## config.mk

```make
export PLATFORM = sky130hd
export DESIGN_NAME = encoder_speed_pi_controller_unit
export DESIGN_NICKNAME = d
export VERILOG_FILES = /design/src/hdl/espi_pkg.sv /design/src/hdl/encoder_speed_pi_controller_unit.sv /design/src/hdl/espi_speed.sv /design/src/hdl/espi_integ.sv /design/src/hdl/espi_drive.sv
export SDC_FILE = /design/constraint.sdc
export NUM_CORES = 1
export LEC_CHECK = 0
export ABC_AREA = 1
export ABC_CLOCK_PERIOD_IN_PS = 5000
export BUFFER_PORTS_ARGS = -buffer_cell sky130_fd_sc_hd__buf_2
export CORE_MARGIN = 2
export CORE_UTILIZATION = 44
export DETAILED_ROUTE_END_ITERATION = 8
export HOLD_SLACK_MARGIN = 0.03
export PLACE_DENSITY_LB_ADDON = 0.1
export SLEW_MARGIN = 20
export SYNTH_ARGS = -nofsm -noshare
export SYNTH_HDL_FRONTEND = slang
export SYNTH_SLANG_ARGS = --single-unit
```

## constraint.sdc

```tcl
create_clock -name clk -period 5 [get_ports clk]
set_clock_uncertainty 0.05 [all_clocks]
set_input_delay 0.75 -clock clk [delete_from_list [all_inputs] [get_ports clk]]
set_output_delay 0.75 -clock clk [all_outputs]
set_load 0.01 [all_outputs]
```

## src/hdl/espi_pkg.sv

```systemverilog
// ----------------------------------------------------------------------------
// espi_pkg
// Types and constants shared by the encoder speed PI controller modules.
// ----------------------------------------------------------------------------
package espi_pkg;

    // Field widths of the stream items.
    localparam int POS_W   = 32;
    localparam int SET_W   = 8;
    localparam int SPEED_W = 16;
    localparam int ERR_W   = 17;
    localparam int SUM_W   = 24;
    localparam int GAIN_W  = 8;
    localparam int DUTY_W  = 11;

    // Widths of the two gain products and of their sum.
    localparam int PROD_P_W = GAIN_W + 1 + ERR_W;
    localparam int PROD_I_W = GAIN_W + 1 + SUM_W;
    localparam int DRIVE_W  = PROD_I_W + 1;

    // Reset values of the gain registers.
    localparam logic [GAIN_W-1:0] PROP_GAIN_RST  = 8'd30;
    localparam logic [GAIN_W-1:0] INTEG_GAIN_RST = 8'd8;

    // Saturation limits of the speed and of the integrator.
    localparam logic signed [SPEED_W-1:0] SPEED_MAX = 16'sh7FFF;
    localparam logic signed [SPEED_W-1:0] SPEED_MIN = -16'sh8000;
    localparam logic signed [SUM_W-1:0]   SUM_MAX   = 24'sh7FFFFF;
    localparam logic signed [SUM_W-1:0]   SUM_MIN   = -24'sh800000;

    // Configuration register indexes.
    typedef enum logic [0:0] {
        REG_PROP_GAIN  = 1'b0,
        REG_INTEG_GAIN = 1'b1
    } cfg_reg_t;

    // Payload after the speed stage.
    typedef struct packed {
        logic signed [SPEED_W-1:0] speed;
        logic signed [SET_W-1:0]   setpoint;
        logic                      clear;
    } speed_item_t;

    // Payload after the integrator stage.
    typedef struct packed {
        logic signed [ERR_W-1:0] err;
        logic signed [SUM_W-1:0] sum;
    } err_item_t;

endpackage

```

## src/hdl/encoder_speed_pi_controller_unit.sv

```systemverilog
// ----------------------------------------------------------------------------
// encoder_speed_pi_controller_unit
// PI speed controller fed with absolute encoder positions, one tick per item.
// ----------------------------------------------------------------------------
// Each transfer on the input stream is one control tick carrying the encoder
// position, a signed speed setpoint and an integrator clear flag. Each tick
// gives exactly one transfer on the output stream with the motor direction
// and the clamped duty magnitude.
// The gains are set through the write port (index 0 proportional gain,
// index 1 integral gain) while no tick is in flight.
// A tick passes four registers: speed, integrator, gain products and the
// result register, which drives the output stream. One tick is accepted
// every cycle while the output is not stalled; both feedback loops, the
// previous position and the integrator, are closed within a single stage.
// Each stage holds its tick only while the next stage is full and stalled,
// so while the receiver stalls, up to four ticks are held and the input
// keeps taking ticks until all stages are full.
// Reset restores the gains to 30 and 8, clears the previous position and the
// integrator, and empties the pipeline.
// ----------------------------------------------------------------------------
module encoder_speed_pi_controller_unit
    import espi_pkg::*;
#(
    parameter int unsigned DUTY_MAX = 2047
)
(
    input  logic              clk,
    input  logic              rst_n,
    input  logic              s_axis_tvalid,
    output logic              s_axis_tready,
    // encoder_position [31:0], speed_setpoint [39:32], clear_integrator [40]
    input  logic [47:0]       s_axis_tdata,
    output logic              m_axis_tvalid,
    input  logic              m_axis_tready,
    // reverse_dir [0], duty_magnitude [11:1]
    output logic [15:0]       m_axis_tdata,
    input  logic              cfg_we,
    input  logic [0:0]        cfg_index,
    input  logic [GAIN_W-1:0] cfg_data
);

    logic [GAIN_W-1:0] prop_gain_reg;
    logic [GAIN_W-1:0] integ_gain_reg;

    logic              spd_valid;
    logic              spd_ready;
    speed_item_t       spd_item;
    logic              err_valid;
    logic              err_ready;
    err_item_t         err_item;
    logic              reverse_dir;
    logic [DUTY_W-1:0] duty_magnitude;

    always_ff @(posedge clk or negedge rst_n)
    begin
        if (!rst_n)
        begin
            prop_gain_reg  <= PROP_GAIN_RST;
            integ_gain_reg <= INTEG_GAIN_RST;
        end
        else if (cfg_we)
        begin
            unique case (cfg_reg_t'(cfg_index))
                REG_PROP_GAIN:  prop_gain_reg  <= cfg_data;
                REG_INTEG_GAIN: integ_gain_reg <= cfg_data;
                default: ;
            endcase
        end
    end

    espi_speed u_speed (
        .clk       (clk),
        .rst_n     (rst_n),
        .in_valid  (s_axis_tvalid),
        .in_ready  (s_axis_tready),
        .position  (s_axis_tdata[31:0]),
        .setpoint  ($signed(s_axis_tdata[39:32])),
        .clear     (s_axis_tdata[40]),
        .out_valid (spd_valid),
        .out_ready (spd_ready),
        .out_item  (spd_item)
    );

    espi_integ u_integ (
        .clk       (clk),
        .rst_n     (rst_n),
        .in_valid  (spd_valid),
        .in_ready  (spd_ready),
        .in_item   (spd_item),
        .out_valid (err_valid),
        .out_ready (err_ready),
        .out_item  (err_item)
    );

    espi_drive #(
        .DUTY_MAX (DUTY_MAX)
    ) u_drive (
        .clk            (clk),
        .rst_n          (rst_n),
        .in_valid       (err_valid),
        .in_ready       (err_ready),
        .in_item        (err_item),
        .prop_gain      (prop_gain_reg),
        .integ_gain     (integ_gain_reg),
        .out_valid      (m_axis_tvalid),
        .out_ready      (m_axis_tready),
        .reverse_dir    (reverse_dir),
        .duty_magnitude (duty_magnitude)
    );

    assign m_axis_tdata = {4'b0000, duty_magnitude, reverse_dir};

endmodule

```

## src/hdl/espi_speed.sv

```systemverilog
// ----------------------------------------------------------------------------
// espi_speed
// Takes the encoder position, forms the wrapped difference from the previous
// position and saturates it to a 16-bit speed.
// ----------------------------------------------------------------------------
module espi_speed
    import espi_pkg::*;
(
    input  logic                    clk,
    input  logic                    rst_n,
    input  logic                    in_valid,
    output logic                    in_ready,
    input  logic [POS_W-1:0]        position,
    input  logic signed [SET_W-1:0] setpoint,
    input  logic                    clear,
    output logic                    out_valid,
    input  logic                    out_ready,
    output speed_item_t             out_item
);

    logic [POS_W-1:0]   last_position_reg;
    logic               valid_reg;
    speed_item_t        item_reg;
    speed_item_t        item_next;
    logic [POS_W-1:0]   diff;
    logic               load;

    assign in_ready = !valid_reg || out_ready;
    assign load     = in_valid && in_ready;

    always_comb
    begin
        diff = position - last_position_reg;
        // The difference fits 16 bits only when its top 17 bits agree.
        if (!diff[POS_W-1] && (diff[POS_W-2:SPEED_W-1] != '0))
        begin
            item_next.speed = SPEED_MAX;
        end
        else if (diff[POS_W-1] && (diff[POS_W-2:SPEED_W-1] != '1))
        begin
            item_next.speed = SPEED_MIN;
        end
        else
        begin
            item_next.speed = $signed(diff[SPEED_W-1:0]);
        end
        item_next.setpoint = setpoint;
        item_next.clear    = clear;
    end

    always_ff @(posedge clk or negedge rst_n)
    begin
        if (!rst_n)
        begin
            last_position_reg <= '0;
            valid_reg         <= 1'b0;
        end
        else
        begin
            if (in_ready)
            begin
                valid_reg <= in_valid;
            end
            if (load)
            begin
                last_position_reg <= position;
            end
        end
    end

    always_ff @(posedge clk)
    begin
        if (load)
        begin
            item_reg <= item_next;
        end
    end

    assign out_valid = valid_reg;
    assign out_item  = item_reg;

endmodule

```

## src/hdl/espi_integ.sv

```systemverilog
// ----------------------------------------------------------------------------
// espi_integ
// Forms the speed error and updates the saturating 24-bit integrator.
// ----------------------------------------------------------------------------
module espi_integ
    import espi_pkg::*;
(
    input  logic        clk,
    input  logic        rst_n,
    input  logic        in_valid,
    output logic        in_ready,
    input  speed_item_t in_item,
    output logic        out_valid,
    input  logic        out_ready,
    output err_item_t   out_item
);

    logic                    valid_reg;
    logic signed [ERR_W-1:0] err_reg;
    logic signed [SUM_W-1:0] error_sum_reg;
    logic signed [ERR_W-1:0] err_next;
    logic signed [SUM_W-1:0] error_sum_next;
    logic signed [SUM_W-1:0] base;
    logic signed [SUM_W:0]   total;
    logic                    load;

    assign in_ready = !valid_reg || out_ready;
    assign load     = in_valid && in_ready;

    always_comb
    begin
        err_next = ERR_W'(in_item.setpoint) - ERR_W'(in_item.speed);
        base     = in_item.clear ? '0 : error_sum_reg;
        total    = (SUM_W+1)'(base) + (SUM_W+1)'(err_next);
        if (total > (SUM_W+1)'(SUM_MAX))
        begin
            error_sum_next = SUM_MAX;
        end
        else if (total < (SUM_W+1)'(SUM_MIN))
        begin
            error_sum_next = SUM_MIN;
        end
        else
        begin
            error_sum_next = total[SUM_W-1:0];
        end
    end

    always_ff @(posedge clk or negedge rst_n)
    begin
        if (!rst_n)
        begin
            valid_reg     <= 1'b0;
            error_sum_reg <= '0;
        end
        else
        begin
            if (in_ready)
            begin
                valid_reg <= in_valid;
            end
            if (load)
            begin
                error_sum_reg <= error_sum_next;
            end
        end
    end

    always_ff @(posedge clk)
    begin
        if (load)
        begin
            err_reg <= err_next;
        end
    end

    // The integrator register doubles as this stage's sum payload.
    assign out_valid    = valid_reg;
    assign out_item.err = err_reg;
    assign out_item.sum = error_sum_reg;

    // A cleared tick leaves exactly its own error in the integrator.
    assert property (@(posedge clk) disable iff (!rst_n)
        (load && in_item.clear) |=> (error_sum_reg == SUM_W'($past(err_next))))
        else $error("integrator not restarted from the error on a clear");

endmodule

```

## src/hdl/espi_drive.sv

```systemverilog
// ----------------------------------------------------------------------------
// espi_drive
// Multiplies error and integrator by their gains, adds the products, clamps
// the drive and splits it into direction and magnitude in the result register.
// ----------------------------------------------------------------------------
module espi_drive
    import espi_pkg::*;
#(
    parameter int unsigned DUTY_MAX = 2047
)
(
    input  logic              clk,
    input  logic              rst_n,
    input  logic              in_valid,
    output logic              in_ready,
    input  err_item_t         in_item,
    input  logic [GAIN_W-1:0] prop_gain,
    input  logic [GAIN_W-1:0] integ_gain,
    output logic              out_valid,
    input  logic              out_ready,
    output logic              reverse_dir,
    output logic [DUTY_W-1:0] duty_magnitude
);

    localparam int MAG_W = $clog2(DUTY_MAX + 1);
    localparam logic signed [DRIVE_W-1:0] DRIVE_LIM = DRIVE_W'(DUTY_MAX);

    // Product stage.
    logic                       prod_valid_reg;
    logic signed [PROD_P_W-1:0] prod_p_reg;
    logic signed [PROD_I_W-1:0] prod_i_reg;
    logic                       prod_ready;
    logic                       prod_load;

    // Result stage.
    logic                       res_valid_reg;
    logic                       dir_reg;
    logic [MAG_W-1:0]           mag_reg;
    logic                       dir_next;
    logic [MAG_W-1:0]           mag_next;
    logic signed [DRIVE_W-1:0]  drive;
    logic signed [DRIVE_W-1:0]  limited;
    logic                       res_load;

    assign prod_ready = !res_valid_reg || out_ready;
    assign in_ready   = !prod_valid_reg || prod_ready;
    assign prod_load  = in_valid && in_ready;
    assign res_load   = prod_valid_reg && prod_ready;

    always_comb
    begin
        drive = DRIVE_W'(prod_p_reg) + DRIVE_W'(prod_i_reg);
        if (drive > DRIVE_LIM)
        begin
            limited = DRIVE_LIM;
        end
        else if (drive < -DRIVE_LIM)
        begin
            limited = -DRIVE_LIM;
        end
        else
        begin
            limited = drive;
        end
        // A zero drive is reported as reverse with zero magnitude.
        if (limited > 0)
        begin
            dir_next = 1'b0;
            mag_next = MAG_W'(limited);
        end
        else
        begin
            dir_next = 1'b1;
            mag_next = MAG_W'(-limited);
        end
    end

    always_ff @(posedge clk or negedge rst_n)
    begin
        if (!rst_n)
        begin
            prod_valid_reg <= 1'b0;
            res_valid_reg  <= 1'b0;
        end
        else
        begin
            if (in_ready)
            begin
                prod_valid_reg <= in_valid;
            end
            if (prod_ready)
            begin
                res_valid_reg <= prod_valid_reg;
            end
        end
    end

    always_ff @(posedge clk)
    begin
        if (prod_load)
        begin
            prod_p_reg <= $signed({1'b0, prop_gain}) * in_item.err;
            prod_i_reg <= $signed({1'b0, integ_gain}) * in_item.sum;
        end
        if (res_load)
        begin
            dir_reg <= dir_next;
            mag_reg <= mag_next;
        end
    end

    assign out_valid      = res_valid_reg;
    assign reverse_dir    = dir_reg;
    assign duty_magnitude = DUTY_W'(mag_reg);

    assert property (@(posedge clk) disable iff (!rst_n)
        res_valid_reg |-> (32'(mag_reg) <= DUTY_MAX))
        else $error("duty magnitude beyond the clamp limit");

    assert property (@(posedge clk) disable iff (!rst_n)
        (res_valid_reg && !dir_reg) |-> (mag_reg != '0))
        else $error("forward direction with zero magnitude");

endmodule

```

==> flow_summary.ini, run 1 <==
[outcome]
status = finished clean

[detailed_routing]
sum_of_met2_wire_segment_lengths_after_detailed_routing_um = 34100
avgRoutedWirePerCell_um = 16.1
drtPass1Iterations = 6
top_layer_used_by_detailed_routing = met4
routed-wl-met3_um = 2790
drt_first_iter_violations = 1370
avgViaCountPerCell = 4.88
drc = 0
wirelength_um = 69200
wl_met1_um = 30900
drt.antenna.violating_nets = 0
dr_total_vias = 20900

[floorplan]
chipWidth_um = 242
initial_utilization = 0.444
placement_row_count = 87
die-area_sq_um = 58700
core_area_sq_um = 56300
design.portCount = 80
dieHeight_um = 242

[worst_setup_path]
crit_path_max_fanout = 5
setup.worst_path.end_class = flop
critPathArrivalTime_ns = 5.12
startpoint_type = flop
crit_type = flop to flop
cp.required_ns = 5.18

[placement]
io_buffer_count = 68
dpl.hpwl_um = 56300
gp_congestion = 0.921

[sta]
setup_viol = 0
drv_slew = 0
max_slew.worst_pin.slew_ns = 0.819
layout_min_cycle_time_ns = 4.94
final.period_utilization = 0.987
clock.fmax_ghz = 0.203
slew-limit-headroom = 0.450
finalHoldViolations = 0
grt_setup_unrepaired = yes

[synthesis]
synth-seq-cells = 189
yosys_most_used_dff = edfxtp_1
post_syn_area_sq_um = 25000
async_flop_share = 0.402
post_synth_num_cell_types = 57
portion_of_the_post_synthesis_area_used_by_sequential_elements = 0.212
netlist_instances = 3308
yosysWarnings = 0
synth_edf_count = 113
avgSynthCellArea_sq_um = 7.56

[grt]
grt_max_degree = 53
grt_antenna_before_repair = 2
via_count_of_the_first_global_routing_pass = 21000
globalRoute.totalOverflow = 0
first_pass_grt_wire_length_um = 110000
global_route_usage_over_all_layers = 0.238

[clocking]
cts-root-buf = clkbuf_16
clock-sinks = 189
cts.htree.levels = 4
worst_skew_pair.late_latency_ns = 0.49
cts.hold.buffers_added = 0
worst_setup_hold_path_clk_slew_ns = 0.08
clock_buffer_count_from_cts = 17
clock_tree_from_tritoncts = built
cts-root-to-sink-buffers = 2

[cells_and_area]
syn2layout_area_growth_pct = 17.5
antennaDiodeCount = 0
postLayoutCoreUtil = 0.522
final_layout_size_suffix_gt1_frac = 0.163
nNetsFinal = 4072
largest_register_ffs = 33

[run]
max_cap_viol_count = 0

[hold_path]
min_path_type = primary input to asynchronous set/reset pin
[area by class of cell]
cell class / count / area (sq um)
Sequential cell: 189 / 5320
Fill cell: 5528 / 26900
Clock buffer: 21 / 514
Inverter: 835 / 3130
Timing Repair Buffer: 302 / 2400
Clock inverter: 11 / 86.3
Tap cell: 756 / 946
Multi-Input combinational cell: 2180 / 17000
[metal layers]
metal / up-vias / global-route usage
met1: 10000 / 0.315
met2: 406 / 0.405
li1: 10400 / -
met4: 0 / 0.0692
met3: 78 / 0.0352
met5: - / 0
[cells by family after synthesis]
family / synth area share
buf+inv: 0.144
xor+xnor: 0.0459
other cells: 0.000150
compound gates: 0.0795
fa+ha+maj: 0.321
flops: 0.212
simple gates: 0.197
[path summary, 6_finish.rpt]
kind,from,endpoint,slack [ns],cells past startpoint
max,integ_gain_reg[3],u_drive.prod_i_reg[25],0.06,19
min,rst_n,u_speed.last_position_reg[20],0.24,1
max reg2reg,integ_gain_reg[3],u_drive.prod_i_reg[25],0.06,19
min reg2reg,u_speed.out_valid,u_integ.out_valid,0.43,2
max in group asynchronous,rst_n,integ_gain_reg[1],3.66,2
min in group clk,s_axis_tdata[37],u_speed.out_item[6],0.39,1
[metrics by stage]
stage | worst slack [ns] | hold slack, ns | setup TNS, ns | instance area (sq um) | std cells
3_3_place_gp | -0.161 | 0.405 | -1.68 | 27500 | 4223
3_5_place_dp | -0.221 | 0.411 | -1.47 | 27500 | 4223
2_1_floorplan | -0.0149 | 0.384 | -0.0149 | 25100 | 3311
4_1_cts | -0.0706 | 0.227 | -0.0706 | 28300 | 4266
6_report | 0.0633 | 0.235 | 0 | 29400 | 4294
5_1_grt | -0.115 | 0.262 | -2.76 | 29400 | 4294
[critical path, stage by stage, from the launching register on]
cell	delay, ns
dfstp_2	0.57
buf_12	0.14
nand2_4	0.05
fa_1	0.45
fa_1	0.51
inv_2	0.04
fa_1	0.47
fa_1	0.57
ha_4	0.22
a21o_1	0.20
a31oi_4	0.17
o21ai_2	0.10
a21boi_2	0.18
o21ai_2	0.11
a21oi_2	0.20
inv_1	0.08
a21oi_2	0.20
buf_4	0.16
o21ai_2	0.05
xor2_1	0.15
[cells in the final DEF (no fill, tap or decap), types with 5 or more instances in the layout]
master,instances
nand2_1,845
inv_1,780
fa_1,249
buf_4,202
ha_1,192
nor2_1,146
a21oi_1,126
edfxtp_1,113
nand3_1,95
o21ai_0,90
xor2_1,77
buf_2,68
dfrtp_1,64
inv_2,54
xnor2_1,52
nand2_2,29
ha_4,25
a21oi_2,22
clkbuf_16,22
a22oi_1,20
o21ai_1,18
buf_12,16
nand4_1,14
o21ai_2,13
fa_2,13
nor2_2,12
nand2_4,11
nor3_1,10
a21o_1,10
o21bai_1,9
nand3b_1,9
buf_6,9
nand3_2,8
a31oi_1,7
dfrtp_2,7
ha_2,6
nor2_4,5
inv_6,5
buf_8,5
[timing repair]
item / CTS / global route
pin swaps: 6 / 115
gates resized for setup: 21 / 207
buffers inserted: 11 / 25
setup endpoints to repair: 29 / 45
cloned: 0 / 3
[cell usage after synthesis, types with 3 or more instances]
cell type | number | area, sq um
a211oi_1 | 3 | 22.5
a21boi_0 | 7 | 52.6
a21o_1 | 10 | 75.1
a21oi_1 | 151 | 756
a22oi_1 | 23 | 173
a31oi_1 | 10 | 62.6
and2_1 | 4 | 25.0
buf_1 | 5 | 18.8
buf_2 | 3 | 15.0
buf_4 | 9 | 67.6
clkbuf_1 | 80 | 300
clkbuf_2 | 8 | 40.0
dfrtp_1 | 71 | 1780
dfstp_2 | 5 | 131
edfxtp_1 | 113 | 3390
fa_1 | 262 | 5250
ha_1 | 223 | 2790
inv_1 | 811 | 3040
inv_2 | 23 | 86.3
nand2_1 | 872 | 3270
nand2_2 | 11 | 68.8
nand3_1 | 100 | 500
nand3_2 | 4 | 40.0
nand3b_1 | 9 | 67.6
nand4_1 | 14 | 87.6
nor2_1 | 151 | 567
nor2_2 | 8 | 50.1
nor2_4 | 4 | 45.0
nor3_1 | 12 | 60.1
nor3b_1 | 3 | 22.5
nor4_1 | 4 | 25.0
o21a_1 | 4 | 30.0
o21ai_0 | 104 | 521
o21ai_1 | 17 | 85.1
o21bai_1 | 9 | 67.6
xnor2_1 | 53 | 464
xor2_1 | 78 | 683
Power of run 1 is not shown: default switching activity piles up to over one toggle a cycle in this logic, so the estimate is an artifact.
==> run 2, diff against run 1 <==
--- a/config.mk
+++ b/config.mk
@@ -7,11 +7,12 @@
 export LEC_CHECK = 0
 export ABC_AREA = 1
 export ABC_CLOCK_PERIOD_IN_PS = 5000
-export BUFFER_PORTS_ARGS = -buffer_cell sky130_fd_sc_hd__buf_2
+export BUFFER_PORTS_ARGS = -buffer_cell sky130_fd_sc_hd__clkbuf_2
 export CORE_MARGIN = 2
 export CORE_UTILIZATION = 44
 export DETAILED_ROUTE_END_ITERATION = 8
 export HOLD_SLACK_MARGIN = 0.03
+export MAX_ROUTING_LAYER = met4
 export PLACE_DENSITY_LB_ADDON = 0.1
 export SLEW_MARGIN = 20
 export SYNTH_ARGS = -nofsm -noshare
==> flow_summary.ini, run 2 (same netlist as run 1, synthesis figures left out) <==
[floorplan]
chipWidth_um = 242
initial_utilization = 0.444
design.portCount = 80
dieHeight_um = 242
core_area_sq_um = 56300
placement_row_count = 87
die-area_sq_um = 58700

[cells_and_area]
postLayoutCoreUtil = 0.519
nNetsFinal = 4055
largest_register_ffs = 33
final_layout_size_suffix_gt1_frac = 0.155
fillCellCount = 5419
most_frequent_cells_in_the_layout = nand2_1 (855), inv_1 (788), fa_1 (253), buf_4 (193), ha_1 (192)
antennaDiodeCount = 0
most_common_cell_after_layout_fill_and_taps_aside = nand2_1
final_cell_count_no_fill = 4277
syn2layout_area_growth_pct = 16.8

[worst_setup_path]
cells_traversed_along_the_worst_timing_path = buf_12, nand2_1, fa_1, fa_1, inv_1, fa_1, fa_1, ha_4, a21o_1, a31oi_4, o21ai_4, a21boi_4, o21ai_4, a21oi_2, inv_1, a21oi_2, buf_4, o21ai_0, xor2_1
cp.required_ns = 5.18
setup.worst_path.end_class = flop
crit_type = flop to flop
startpoint_type = flop
worst_path_dominant_cell_family = adder cells
setup.reg_to_reg.worst_slack_ns = -0.06
cpMaxStageDelayCell = dfstp_2
critical_path_buf_inv_count = 4
critPathArrivalTime_ns = 5.24
critical-path-max-stage-delay_ns = 0.61
cp_common_cell = fa_1
crit_path_max_fanout = 6

[sta]
postLayoutSetupSlackWorst_ns = -0.0645
max_slew.worst_pin.slew_ns = 0.822
totalNegativeSetupSlack_ns = -0.143
grt_setup_unrepaired = yes
layout_min_cycle_time_ns = 5.06
finalHoldViolations = 0
slew-limit-headroom = 0.452
drv_slew = 0
setup_viol = 4
final.period_utilization = 1.01
clock.fmax_ghz = 0.197

[clocking]
cts-root-buf = clkbuf_16
worst_setup_hold_path_clk_slew_ns = 0.08
cts-root-to-sink-buffers = 2
clock_tree_from_tritoncts = built
clock-sinks = 189
cts.htree.levels = 4
worst_skew_pair.late_latency_ns = 0.49
clock_buffer_count_from_cts = 17

[detailed_routing]
wirelength_um = 67700
drc = 0
avgViaCountPerCell = 4.92
drtPass1Iterations = 5
drt.antenna.violating_nets = 0
avgRoutedWirePerCell_um = 15.8
dr_total_vias = 21000
drt_first_iter_violations = 1309

[placement]
gp_congestion = 0.927
io_buffer_count = 68
placed_cells_incl_taps = 4207
dpl.hpwl_um = 56000

[grt]
grt_max_degree = 57
global_route_usage_over_all_layers = 0.238
grt_antenna_before_repair = 1
first_pass_grt_wire_length_um = 107000
via_count_of_the_first_global_routing_pass = 21000
globalRoute.totalOverflow = 0

[outcome]
violations = setup timing
status = complete, but fails checks

[run]
max_cap_viol_count = 0

[hold_path]
min_path_type = primary input to asynchronous set/reset pin
-- run 2: cell count changes in the layout (fill, tap and decap cells not counted), moves of 5 or more --
cell	before	now
nand2_2	29	24
nand2_1	845	855
buf_4	202	193
nand2_4	11	6
inv_1	780	788
inv_2	54	46
buf_2	68	1
inv_6	5	0
clkbuf_2	0	67
-- run 2: timing repair --
action,in CTS,in global routing
gates resized for setup,29,179
cloned,0,2
hold buffers,0,0
buffers inserted,6,31
pin swaps,8,99
hold endpoints to repair,0,0
setup endpoints to repair,42,46
-- run 2: final cells by class --
class,count,area (sq um),share of cell area
Clock buffer,22,497,0.0170
Clock inverter,10,80.1,0.00274
Inverter,835,3130,0.107
Multi-Input combinational cell,2180,17000,0.582
Sequential cell,189,5320,0.182
Tap cell,756,946,0.0324
Timing Repair Buffer,285,2210,0.0758
-- run 2: through the flow --
step | instance area (sq um) | setup WS [ns] | hold WS [ns]
6_report | 29200 | -0.0645 | 0.0800
5_1_grt | 29200 | -0.216 | 0.0795
4_1_cts | 28100 | -0.0563 | 0.0559
3_5_place_dp | 27400 | -0.304 | 0.411
3_3_place_gp | 27400 | -0.180 | 0.409
2_1_floorplan | 25100 | -0.0149 | 0.384
-- run 2: path summary, 6_finish.rpt --
kind | from | cells past startpoint | end
setup / recovery | integ_gain_reg[3] | 19 | u_drive.prod_i_reg[25]
hold / removal | rst_n | 1 | u_speed.last_position_reg[21]
setup reg to reg | integ_gain_reg[3] | 19 | u_drive.prod_i_reg[25]
hold reg to reg | u_speed.out_valid | 2 | u_integ.out_valid
max in group asynchronous | rst_n | 2 | integ_gain_reg[1]
min in group clk | s_axis_tdata[37] | 1 | u_speed.out_item[6]
-- run 2: layer usage --
| layer | vias up | global-route usage | routed length (um) |
|---|---|---|---|
| met4 | 0 | 0.0793 | 1930 |
| li1 | 10400 | - | - |
| met3 | 96 | 0.0323 | 2690 |
| met2 | 403 | 0.386 | 32900 |
| met5 | - | - | 0 |
| met1 | 10100 | 0.308 | 30200 |
Power of run 2 is left out for the same reason.
